$ cat src/design/nbge_pkg.sv
`default_nettype none

package nbge_pkg;

   // Command codes carried by a request word.
   localparam logic CMD_LOAD = 1'b0;
   localparam logic CMD_STEP = 1'b1;

   // Configuration register indexes.
   localparam int CSR_IDX_W = 2;
   localparam logic [CSR_IDX_W-1:0] CSR_GRAV  = 2'd0;
   localparam logic [CSR_IDX_W-1:0] CSR_DT    = 2'd1;
   localparam logic [CSR_IDX_W-1:0] CSR_COUNT = 2'd2;

   localparam int WORD_W  = 32;
   localparam int COUNT_W = 5;
   localparam int INDEX_W = 4;

   localparam logic [WORD_W-1:0]  GRAV_RESET  = 32'd65536;
   localparam logic [WORD_W-1:0]  DT_RESET    = 32'd6554;
   localparam logic [COUNT_W-1:0] COUNT_RESET = 5'd1;

   // Shared multiplier and accumulator widths.
   localparam int MUL_W  = 33;
   localparam int PROD_W = 66;
   localparam int ACC_W  = 132;

   typedef struct packed {
      logic                       cmd;
      logic [INDEX_W-1:0]         body_index;
      logic signed [WORD_W-1:0]   pos_x;
      logic signed [WORD_W-1:0]   pos_y;
      logic signed [WORD_W-1:0]   vel_x;
      logic signed [WORD_W-1:0]   vel_y;
      logic [WORD_W-1:0]          mass;
   } req_word_type;

   typedef struct packed {
      logic [INDEX_W-1:0]         out_index;
      logic signed [WORD_W-1:0]   new_pos_x;
      logic signed [WORD_W-1:0]   new_pos_y;
      logic signed [WORD_W-1:0]   new_vel_x;
      logic signed [WORD_W-1:0]   new_vel_y;
      logic                       coincident;
      logic [WORD_W-1:0]          steps_done;
      logic                       last;
   } rsp_word_type;

   // State of one body as it travels around the ring.
   typedef struct packed {
      logic signed [WORD_W-1:0]   x;
      logic signed [WORD_W-1:0]   y;
      logic signed [WORD_W-1:0]   vx;
      logic signed [WORD_W-1:0]   vy;
      logic [WORD_W-1:0]          mass;
      logic                       hit;
   } body_type;

   // Snapshot of a body's old position and mass for the pair sweep.
   typedef struct packed {
      logic signed [WORD_W-1:0]   x;
      logic signed [WORD_W-1:0]   y;
      logic [WORD_W-1:0]          mass;
   } vis_type;

   typedef struct packed {
      logic body_wr;
      logic body_shift;
      logic vis_copy;
      logic vis_shift;
   } cell_ctl_type;

   typedef enum logic [1:0] {
      OP_GDT,
      OP_PAIR,
      OP_BODY
   } unit_op_type;

   typedef struct packed {
      logic        start;
      unit_op_type op;
   } unit_ctl_type;

   typedef struct packed {
      logic done;
   } unit_sts_type;

   typedef enum logic [2:0] {
      T_IDLE,
      T_GDT,
      T_PAIR,
      T_PAIR_WAIT,
      T_BODY,
      T_BODY_WAIT,
      T_EMIT
   } top_state_type;

   typedef enum logic [3:0] {
      U_IDLE,
      U_GDT,
      U_DIFF,
      U_SQS,
      U_SQRT,
      U_R2,
      U_R3,
      U_GDM,
      U_NUMX,
      U_DIVX,
      U_NUMY,
      U_DIVY,
      U_BX,
      U_BY,
      U_BFIN
   } unit_state_type;

endpackage

`default_nettype wire

$ cat src/design/nbge_cell.sv
`default_nettype none

module nbge_cell (
   input  logic                   clock,
   input  nbge_pkg::cell_ctl_type ctl,
   input  nbge_pkg::body_type     wr_data,
   input  nbge_pkg::body_type     body_next,
   input  nbge_pkg::vis_type      vis_next,
   output nbge_pkg::body_type     body_q,
   output nbge_pkg::vis_type      vis_q
);
   import nbge_pkg::*;

   body_type body_ff, body_in;
   vis_type  vis_ff, vis_in;

   // A load writes the body; otherwise the ring moves one place on shift.
   // The snapshot ring copies the body in place or moves on its own.
   always_comb begin
      body_in = body_ff;
      if (ctl.body_wr) begin
         body_in = wr_data;
      end else if (ctl.body_shift) begin
         body_in = body_next;
      end
      vis_in = vis_ff;
      if (ctl.vis_copy) begin
         vis_in = '{x: body_ff.x, y: body_ff.y, mass: body_ff.mass};
      end else if (ctl.vis_shift) begin
         vis_in = vis_next;
      end
   end

   always_ff @(posedge clock) begin
      body_ff <= body_in;
      vis_ff  <= vis_in;
   end

   assign body_q = body_ff;
   assign vis_q  = vis_ff;

endmodule

`default_nettype wire

$ cat config.mk
export PLATFORM = sky130hd
export DESIGN_NAME = nbge_cell
export DESIGN_NICKNAME = d
export VERILOG_FILES = /design/src/design/nbge_pkg.sv /design/src/design/nbge_cell.sv
export SDC_FILE = /design/constraint.sdc
export NUM_CORES = 1
export LEC_CHECK = 0
export ABC_AREA = 1
export BUFFER_PORTS_ARGS = -buffer_cell sky130_fd_sc_hd__buf_4
export CAP_MARGIN = 10
export CORE_AREA = 2 2 264 266
export CTS_CLUSTER_DIAMETER = 120
export DETAILED_ROUTE_END_ITERATION = 8
export DIE_AREA = 0 0 266 268
export GPL_TIMING_DRIVEN = 0
export PLACE_DENSITY = 0.36
export SKIP_LAST_GASP = 1
export SYNTH_ARGS = -nofsm -noshare
export SYNTH_HDL_FRONTEND = slang
export SYNTH_SLANG_ARGS = --single-unit
export TNS_END_PERCENT = 1
$ cat constraint.sdc
create_clock -name clock -period 5.5 [get_ports clock]
set_clock_uncertainty 0.05 [all_clocks]
set_input_delay 0.55 -clock clock [delete_from_list [all_inputs] [get_ports clock]]
set_output_delay 0.55 -clock clock [all_outputs]
set_load 0.05 [all_outputs]
Yosys cells after proc, flatten, opt, wreduce, memory -nomap -nowiden
Cells that the tools add are included.

Multiplexer cells: 4. Reduce and logical (&&, ||, !) cells: 2.

Operator list (count): 161-bit 2-to-1 mux (2); 96-bit 2-to-1 mux (2); 2-bit nonzero test (2).

Flip-flop bits (word level): 257. Bits of input ports: 423. Output and inout port bits: 257. Logic and storage cells: 15.

Longest topological paths before layout
Gate-level depths: netlist (run 1).

Word-level depth: 2. Mapped depth: 6. Mapped depth without buffers: 3.

Worst setup path after synthesis (run 1)
Ideal clock, no wire load.

Kind: input -> register. Start point: input ctl[3] in the netlist's numbering. End point: register body_ff, in the netlist body_q[0] (enable). Library setup time: 0.453 ns. Arrival time: 2.801 ns. Required time: 4.997 ns. Path slack: 2.196 ns. Stages: 3. Buffers on the path: 2. Cells stage by stage: buf_4 > buf_4 > or2_2.

Longest elaborated chain between the ends: 1.

RTL lines: from (decl) (line nbge_cell.sv:5) `input nbge_pkg::cell_ctl_type ctl,`; 2-bit nonzero test (no line); to (signal assigned) (line nbge_cell.sv:35) `body_ff <= body_in;`; to (decl) (line nbge_cell.sv:14) `body_type body_ff, body_in;`.

No other way between the ends. A chain may end at the register's enable or synchronous reset.

Worst setup path after layout (run 1)
Start point: input ctl[3] in the netlist's numbering. End point: register body_ff, in the netlist body_q[40] (enable).

Same word-level chain as after synthesis.

==> flow_metrics.tcl, run 1 <==
set metrics [dict create \
    outcome "completed" \
    ys_seq_elements 257 \
    worstSetupPathDepth 4 \
    power_mw 6.48 \
    slew_violations 0 \
    die_x_um 266 \
    gp_congestion 0.857 \
    critical_path_class "in -> reg" \
    nFillCells 7388 \
    yosysUniqueCellTypes 9 \
    cp.required_ps 5640 \
    wl_per_cell_um 19.2 \
    cts.sinks 257 \
    cts_made_buffers 35 \
    cts_tree "built" \
    r2r-end "vis_q[41]$_DFFE_PP_" \
    crit_path_cell_trace "buf_4 > buf_4 > or2_4 > buf_16" \
    synth_area_per_cell_um2 10.1 \
    syn_nets 1511 \
    critPathTopFamily "buffers and inverters" \
    ioPinCount 680 \
    cts-hold-fix-buffers 0 \
    irDropWorstVdd_mv 0.167 \
    overflow 0 \
    setup_ws_ps 3290 \
    startpoint "ctl[3]" \
    grt_pass1_wl_um 71700 \
    placed_area_um2 17300 \
    period_needed_ps 2210 \
    die_h_um 268 \
    netlist_instances 1088 \
    end_kind "register" \
    finalInstanceArea_um2 18400 \
    dr.pass1.iters 4 \
    hpwl_um 41200 \
    rsz0062_at_grt "false" \
    cp_max_fo 53 \
    drtAntennaViolNets 0 \
    crit_slowest_cell "or2_4" \
    mostFrequentLayoutCells "nand2_1, buf_4, edfxtp_1, clkbuf_16, buf_2" \
    power_leakage_nw 9.01 \
    drc 0 \
    r2r-start "body_q[106]$_DFFE_PP_" \
    rows 96 \
    endpoint "body_q[40]$_DFFE_PP_" \
    layout_commonest_cell "nand2_1" \
    arrival_ps 2350 \
    drv_cap 0 \
    grt_use_total_pct 13.9 \
    antenna_found_initial 5 \
    hold_viol 0 \
    fin_crit_sh_pct 40.1 \
    cts_resized 0 \
    wirelength_um 52000 \
    path_buf_inv 3 \
    min_path_type "in -> reg" \
    coreArea_um2 68200 \
    rrSetupSlack_ps 4510 \
    max-slew-margin-rel_pct 37.9 \
    grt_pass1_vias 10400 \
    ys_warn_count 0 \
    max_stage_delay_ps 740 \
    synthToLayoutAreaGrowth_pct 67.2 \
    cts_buffer_depth 3 \
    grt_max_degree 59 \
    viasPerCell 3.71 \
    synth_area_um2 11000 \
    postCtsSetupBuffers 0 \
    startpoint_type "primary input" \
    finalSetupViolations 0 \
    p_per_area_nw_per_um2 352 \
    tightest_slew_ps 932 \
    htreeDepth 2 \
    io_buffers 677 \
    cts.clk_slew.worst_paths_ps 60 \
    drive_gt1_share_pct 42.8 \
    r2r_cells 2 \
    drtIter0Drc 381 \
    clk_latency_ps 540 \
    nNetsFinal 2228 \
    post-place-ws_ps 2640 \
    cp_common_cell "buf_4" \
    cts-root-buf "clkbuf_16" \
    max_freq_mhz 453 \
    num_vias 10100 \
    fin_util_pct 26.9 \
    initial_utilization_pct 16.1 \
    dieArea_um2 71300 \
    ys_seq_area_share_pct 70.2 \
    finalSetupTns_ps 0 \
]
[registers in the layout, summed over array words and instances (netlist names)]
name    flops
body_q    161
vis_q      96
[synth_stat cells (all sizes together)]
cell type | number | area, um2
buf | 51 | 340
or2 | 2 | 12.5
inv | 2 | 10.0
edfxtp | 257 | 7720
clkbuf | 5 | 18.8
nand2 | 771 | 2890
[stage by stage]
step           hold WS, ps  cells
2_1_floorplan          679   1088
3_3_place_gp           482   2647
3_5_place_dp           484   2650
4_1_cts                172   2712
5_1_grt                198   2713
6_report               221   2713
[power breakdown]
group	internal (mW)	switching (mW)	leakage (nW)	total, mW
Sequential	2.42	0.0873	2.66	2.50
Combinational	0.543	1.16	5.81	1.70
Clock	1.37	0.908	0.540	2.28
Total	4.33	2.15	9.01	6.48
[worst min-delay path, stage by stage]
cell and delay [ps]:
buf_4 80, nand2_1 40, nand2_1 40
[area by class of cell]
type | instances | area [um2] | area share (%)
antenna | 1 | 2.50 | 0.0136
tap | 882 | 1100 | 6.00
clock inverter | 14 | 146 | 0.796
multi-input combinational | 773 | 2910 | 15.8
inverter | 2 | 10.0 | 0.0545
timing repair buffer | 680 | 5160 | 28.1
clock buffer | 48 | 967 | 5.26
buffer | 56 | 359 | 1.95
sequential | 257 | 7720 | 42.0
[worst min path at each step]
stage | from | depth (start not counted) | end
after CTS | vis_next[38] | 3 | vis_q[38]$_DFFE_PP_
after global routing | vis_next[24] | 3 | vis_q[24]$_DFFE_PP_
after detailed placement | body_q[119]$_DFFE_PP_ | 2 | vis_q[54]$_DFFE_PP_
after global placement | body_q[154]$_DFFE_PP_ | 2 | vis_q[89]$_DFFE_PP_
after floorplan | body_next[0] | 2 | body_q[0]$_DFFE_PP_
final | body_next[85] | 3 | body_q[85]$_DFFE_PP_
[routing by layer]
layer | routed length [um] | GRT usage [%] | part of all wire, %
met5 | 27 | 0 | 0.052
met4 | 1240 | 4.27 | 2.4
met3 | 4730 | 5.09 | 9.1
met2 | 26800 | 25.2 | 51
met1 | 19200 | 14.9 | 37
[kinds of logic (layout without fill, tap and decap cells)]
| logic type | Yosys count | in the layout | share of synthesized area, % |
|---|---|---|---|
| other | 0 | 1 | 0 |
| and+or+nand+nor | 773 | 773 | 26.4 |
| DFF | 257 | 257 | 70.2 |
| buffers and inverters | 58 | 800 | 3.36 |
Note: power is estimated with default switching activity, not from simulation.
==> run 2, diff against run 1 <==
--- a/config.mk
+++ b/config.mk
@@ -5,15 +5,15 @@
 export SDC_FILE = /design/constraint.sdc
 export NUM_CORES = 1
 export LEC_CHECK = 0
-export ABC_AREA = 1
+export ABC_AREA = 0
 export BUFFER_PORTS_ARGS = -buffer_cell sky130_fd_sc_hd__buf_4
 export CAP_MARGIN = 10
-export CORE_AREA = 2 2 264 266
+export CORE_AREA = 2 2 268 270
 export CTS_CLUSTER_DIAMETER = 120
 export DETAILED_ROUTE_END_ITERATION = 8
-export DIE_AREA = 0 0 266 268
+export DIE_AREA = 0 0 270 272
 export GPL_TIMING_DRIVEN = 0
-export PLACE_DENSITY = 0.36
+export PLACE_DENSITY = 0.37
 export SKIP_LAST_GASP = 1
 export SYNTH_ARGS = -nofsm -noshare
 export SYNTH_HDL_FRONTEND = slang
==> constraint.sdc (replaced) <==
create_clock -name clock -period 1.8 [get_ports clock]
set_clock_uncertainty 0.05 [all_clocks]
set_input_delay 0.18 -clock clock [delete_from_list [all_inputs] [get_ports clock]]
set_output_delay 0.18 -clock clock [all_outputs]
set_load 0.05 [all_outputs]
==> run 2 against run 1 <==
Non-clock buffer count grew 392. Clock-buffer cell count decreased by 5. Die area is 3.0% higher. Combinational power rose to 3.6 times the previous value. Global-route usage is 1.3 points lower. Setup slack worse by 3100 ps. Critical path depth unchanged. Largest cell class is now non-clock buffers. First-iteration DRC count down 14%. Sequential power grew to 3.1 times the previous value. Hold slack got worse by 75 ps.
==> flow_metrics.tcl, run 2 <==
set metrics [dict create \
    clk_latency_ps 520 \
    cts_resized 0 \
    rsz0062_at_grt "false" \
    coreArea_um2 70800 \
    r2r-end "vis_q[58]$_DFFE_PP_" \
    endpoint "body_q[8]$_DFFE_PP_" \
    max_freq_mhz 609 \
    p_per_area_nw_per_um2 900 \
    io_buffers 677 \
    hpwl_um 35300 \
    arrival_ps 1850 \
    p_comb_share_pct 30.0 \
    synth_common_cells "edfxtp_1, mux2_2, mux2_4, buf_2, buf_6" \
    synth_area_um2 11300 \
    drive_gt1_share_pct 59.5 \
    rrSetupSlack_ps 740 \
    irDropWorstVdd_mv 0.592 \
    synth_edf_count 257 \
    grt_use_total_pct 12.5 \
    critical_path_class "in -> reg" \
    ys_seq_elements 257 \
    placed_area_um2 17700 \
    ys_seq_area_share_pct 68.5 \
    yosys.area.top_type "edfxtp_1" \
    dieArea_um2 73400 \
    drtAntennaViolNets 0 \
    power_leakage_nw 9.84 \
    nNetsFinal 2107 \
    yosysUniqueCellTypes 7 \
    max-slew-margin-rel_pct 54.1 \
    cp_max_fo 10 \
    cts.clk_slew.worst_paths_ps 60 \
    cts_made_buffers 36 \
    fin_crit_sh_pct 91.3 \
    wl_per_cell_um 18.2 \
    drv_cap 0 \
    die_x_um 270 \
    synth_top_area_share_pct 68.5 \
    die_h_um 272 \
    netlist_instances 545 \
    overflow 0 \
    r2r_cells 1 \
    outcome "completed" \
    grt_max_degree 58 \
    nFillCells 7126 \
    grt_pass1_vias 10600 \
    tightest_slew_ps 689 \
    cp.required_ps 2010 \
    power.share.switching_pct 31.6 \
    hold_viol 0 \
    antenna_found_initial 2 \
    wirelength_um 48400 \
    largest_register_ffs 161 \
    min_path_type "in -> reg" \
    seq_power_share_pct 37.2 \
    synth_area_per_cell_um2 20.7 \
    ioPinCount 680 \
    cts_buffer_depth 3 \
    net-switching-power_mw 6.53 \
    dr.pass1.iters 6 \
    grt_pass1_wl_um 68300 \
    internal-power_mw 14.1 \
    postCtsSetupBuffers 0 \
    layout_commonest_cell "buf_4" \
    period_needed_ps 1640 \
    htreeDepth 2 \
    postSynth.asyncResetShare_pct 0 \
    finalInstanceArea_um2 22900 \
    startpoint "ctl[3]" \
    syn_nets 968 \
    synthTopCellsByArea "edfxtp_1, mux2_2, mux2_4" \
    cts.sinks 257 \
    ys_warn_count 0 \
    power.share.clock_pct 32.8 \
    whs_ps 146 \
    end_kind "register" \
    cts_tree "built" \
    synthToLayoutAreaGrowth_pct 104 \
    rows 98 \
    synthFlopType "edfxtp_1" \
    yosysMostFrequentCell "edfxtp_1" \
    viasPerCell 3.57 \
    cts-root-buf "clkbuf_16" \
    r2r-start "body_q[123]$_DFFE_PP_" \
    num_vias 9497 \
    slew_violations 0 \
    drtIter0Drc 328 \
    drc 0 \
    finalSetupViolations 0 \
    initial_utilization_pct 15.9 \
    gp_congestion 0.783 \
    finalSetupTns_ps 0 \
    startpoint_type "primary input" \
    mostFrequentLayoutCells "buf_4, dlygate4sd3_1, edfxtp_1, mux2_2, mux2_4" \
]
-- run 2: cell count changes in the layout (fill, tap and decap cells not counted), sizes merged --
cell,change
nand2,-771
dlygate4sd3,+418
mux2,+257
buf,-21
clkbuf,-10
clkinv,+10
clkinvlp,-2
inv,-2
or2,+2
bufinv,-1
-- run 2: logic make-up (layout without fill, tap and decap cells) --
group	count (synthesis)	in the layout	synth area share, %
AND/OR/NAND/NOR	2	4	0.111
multiplexers	257	257	29.3
flip-flops	257	257	68.5
other	0	1	0
buffers and inverters	29	1192	2.07
-- run 2: layer usage --
metal  global-route usage (%)  routed length, um  vias to the layer above
met1                     13.0              17300                     4598
li1                         -                  -                     4447
met3                     4.21               3930                       63
met2                     23.7              26000                      389
met4                     3.71               1240                        0
met5                        0                  0                        -
-- run 2: power groups by stage --
| stage | Sequential, mW | Clock [mW] | Combinational [mW] |
|---|---|---|---|
| after floorplan | 10.1 | 0 | 0.876 |
| after global placement | 7.81 | 0 | 5.37 |
| after detailed placement | 7.81 | 0 | 5.39 |
| after CTS | 7.69 | 7.11 | 6.27 |
| after global routing | 7.76 | 7.29 | 6.48 |
| final | 7.68 | 6.78 | 6.20 |
-- run 2: repair_timing --
item,CTS,global route
pin swaps,1,1
hold buffers,418,0
cloned,1,1
endpoints found under the hold margin,257,0
endpoints found under the setup margin,52,28
-- run 2: stage by stage --
| stage | power, mW | setup slack (ps) | util [%] | instances |
|---|---|---|---|---|
| 2_1_floorplan | 11.0 | -446 | - | 545 |
| 3_3_place_gp | 13.2 | -1600 | 24.8 | 2172 |
| 3_5_place_dp | 13.2 | -792 | 25.0 | 2176 |
| 4_1_cts | 21.1 | 15.0 | 32.4 | 2659 |
| 5_1_grt | 21.5 | 82.6 | 32.4 | 2661 |
| 6_report | 20.7 | 157 | 32.4 | 2661 |
-- run 2: layout make-up --
type	count	area (um2)	share of cell area, %
Antenna cell	1	2.50	0.0109
Buffer	29	244	1.06
Clock buffer	43	948	4.13
Clock inverter	21	141	0.616
Multi-Input combinational cell	261	3330	14.5
Sequential cell	257	7720	33.6
Tap cell	950	1190	5.18
Timing Repair Buffer	1099	9380	40.9
-- run 2: worst max-delay path, cell delays in order --
cell,delay [ps]
buf_8,120
buf_2,540
mux2_2,420
dlygate4sd3_1,570
-- run 2: worst min-delay path by stage --
stage          slack (ps)  cells past startpoint     startpoint               endpoint
3_5_place_dp          430                      2  body_next[91]   body_q[91]$_DFFE_PP_
4_1_cts               110                      2         ctl[2]    body_q[2]$_DFFE_PP_
6_report              150                      2         ctl[2]  body_q[153]$_DFFE_PP_
5_1_grt               140                      2         ctl[2]    body_q[2]$_DFFE_PP_
3_3_place_gp          430                      2   wr_data[146]  body_q[146]$_DFFE_PP_
2_1_floorplan         350                      1   wr_data[100]  body_q[100]$_DFFE_PP_
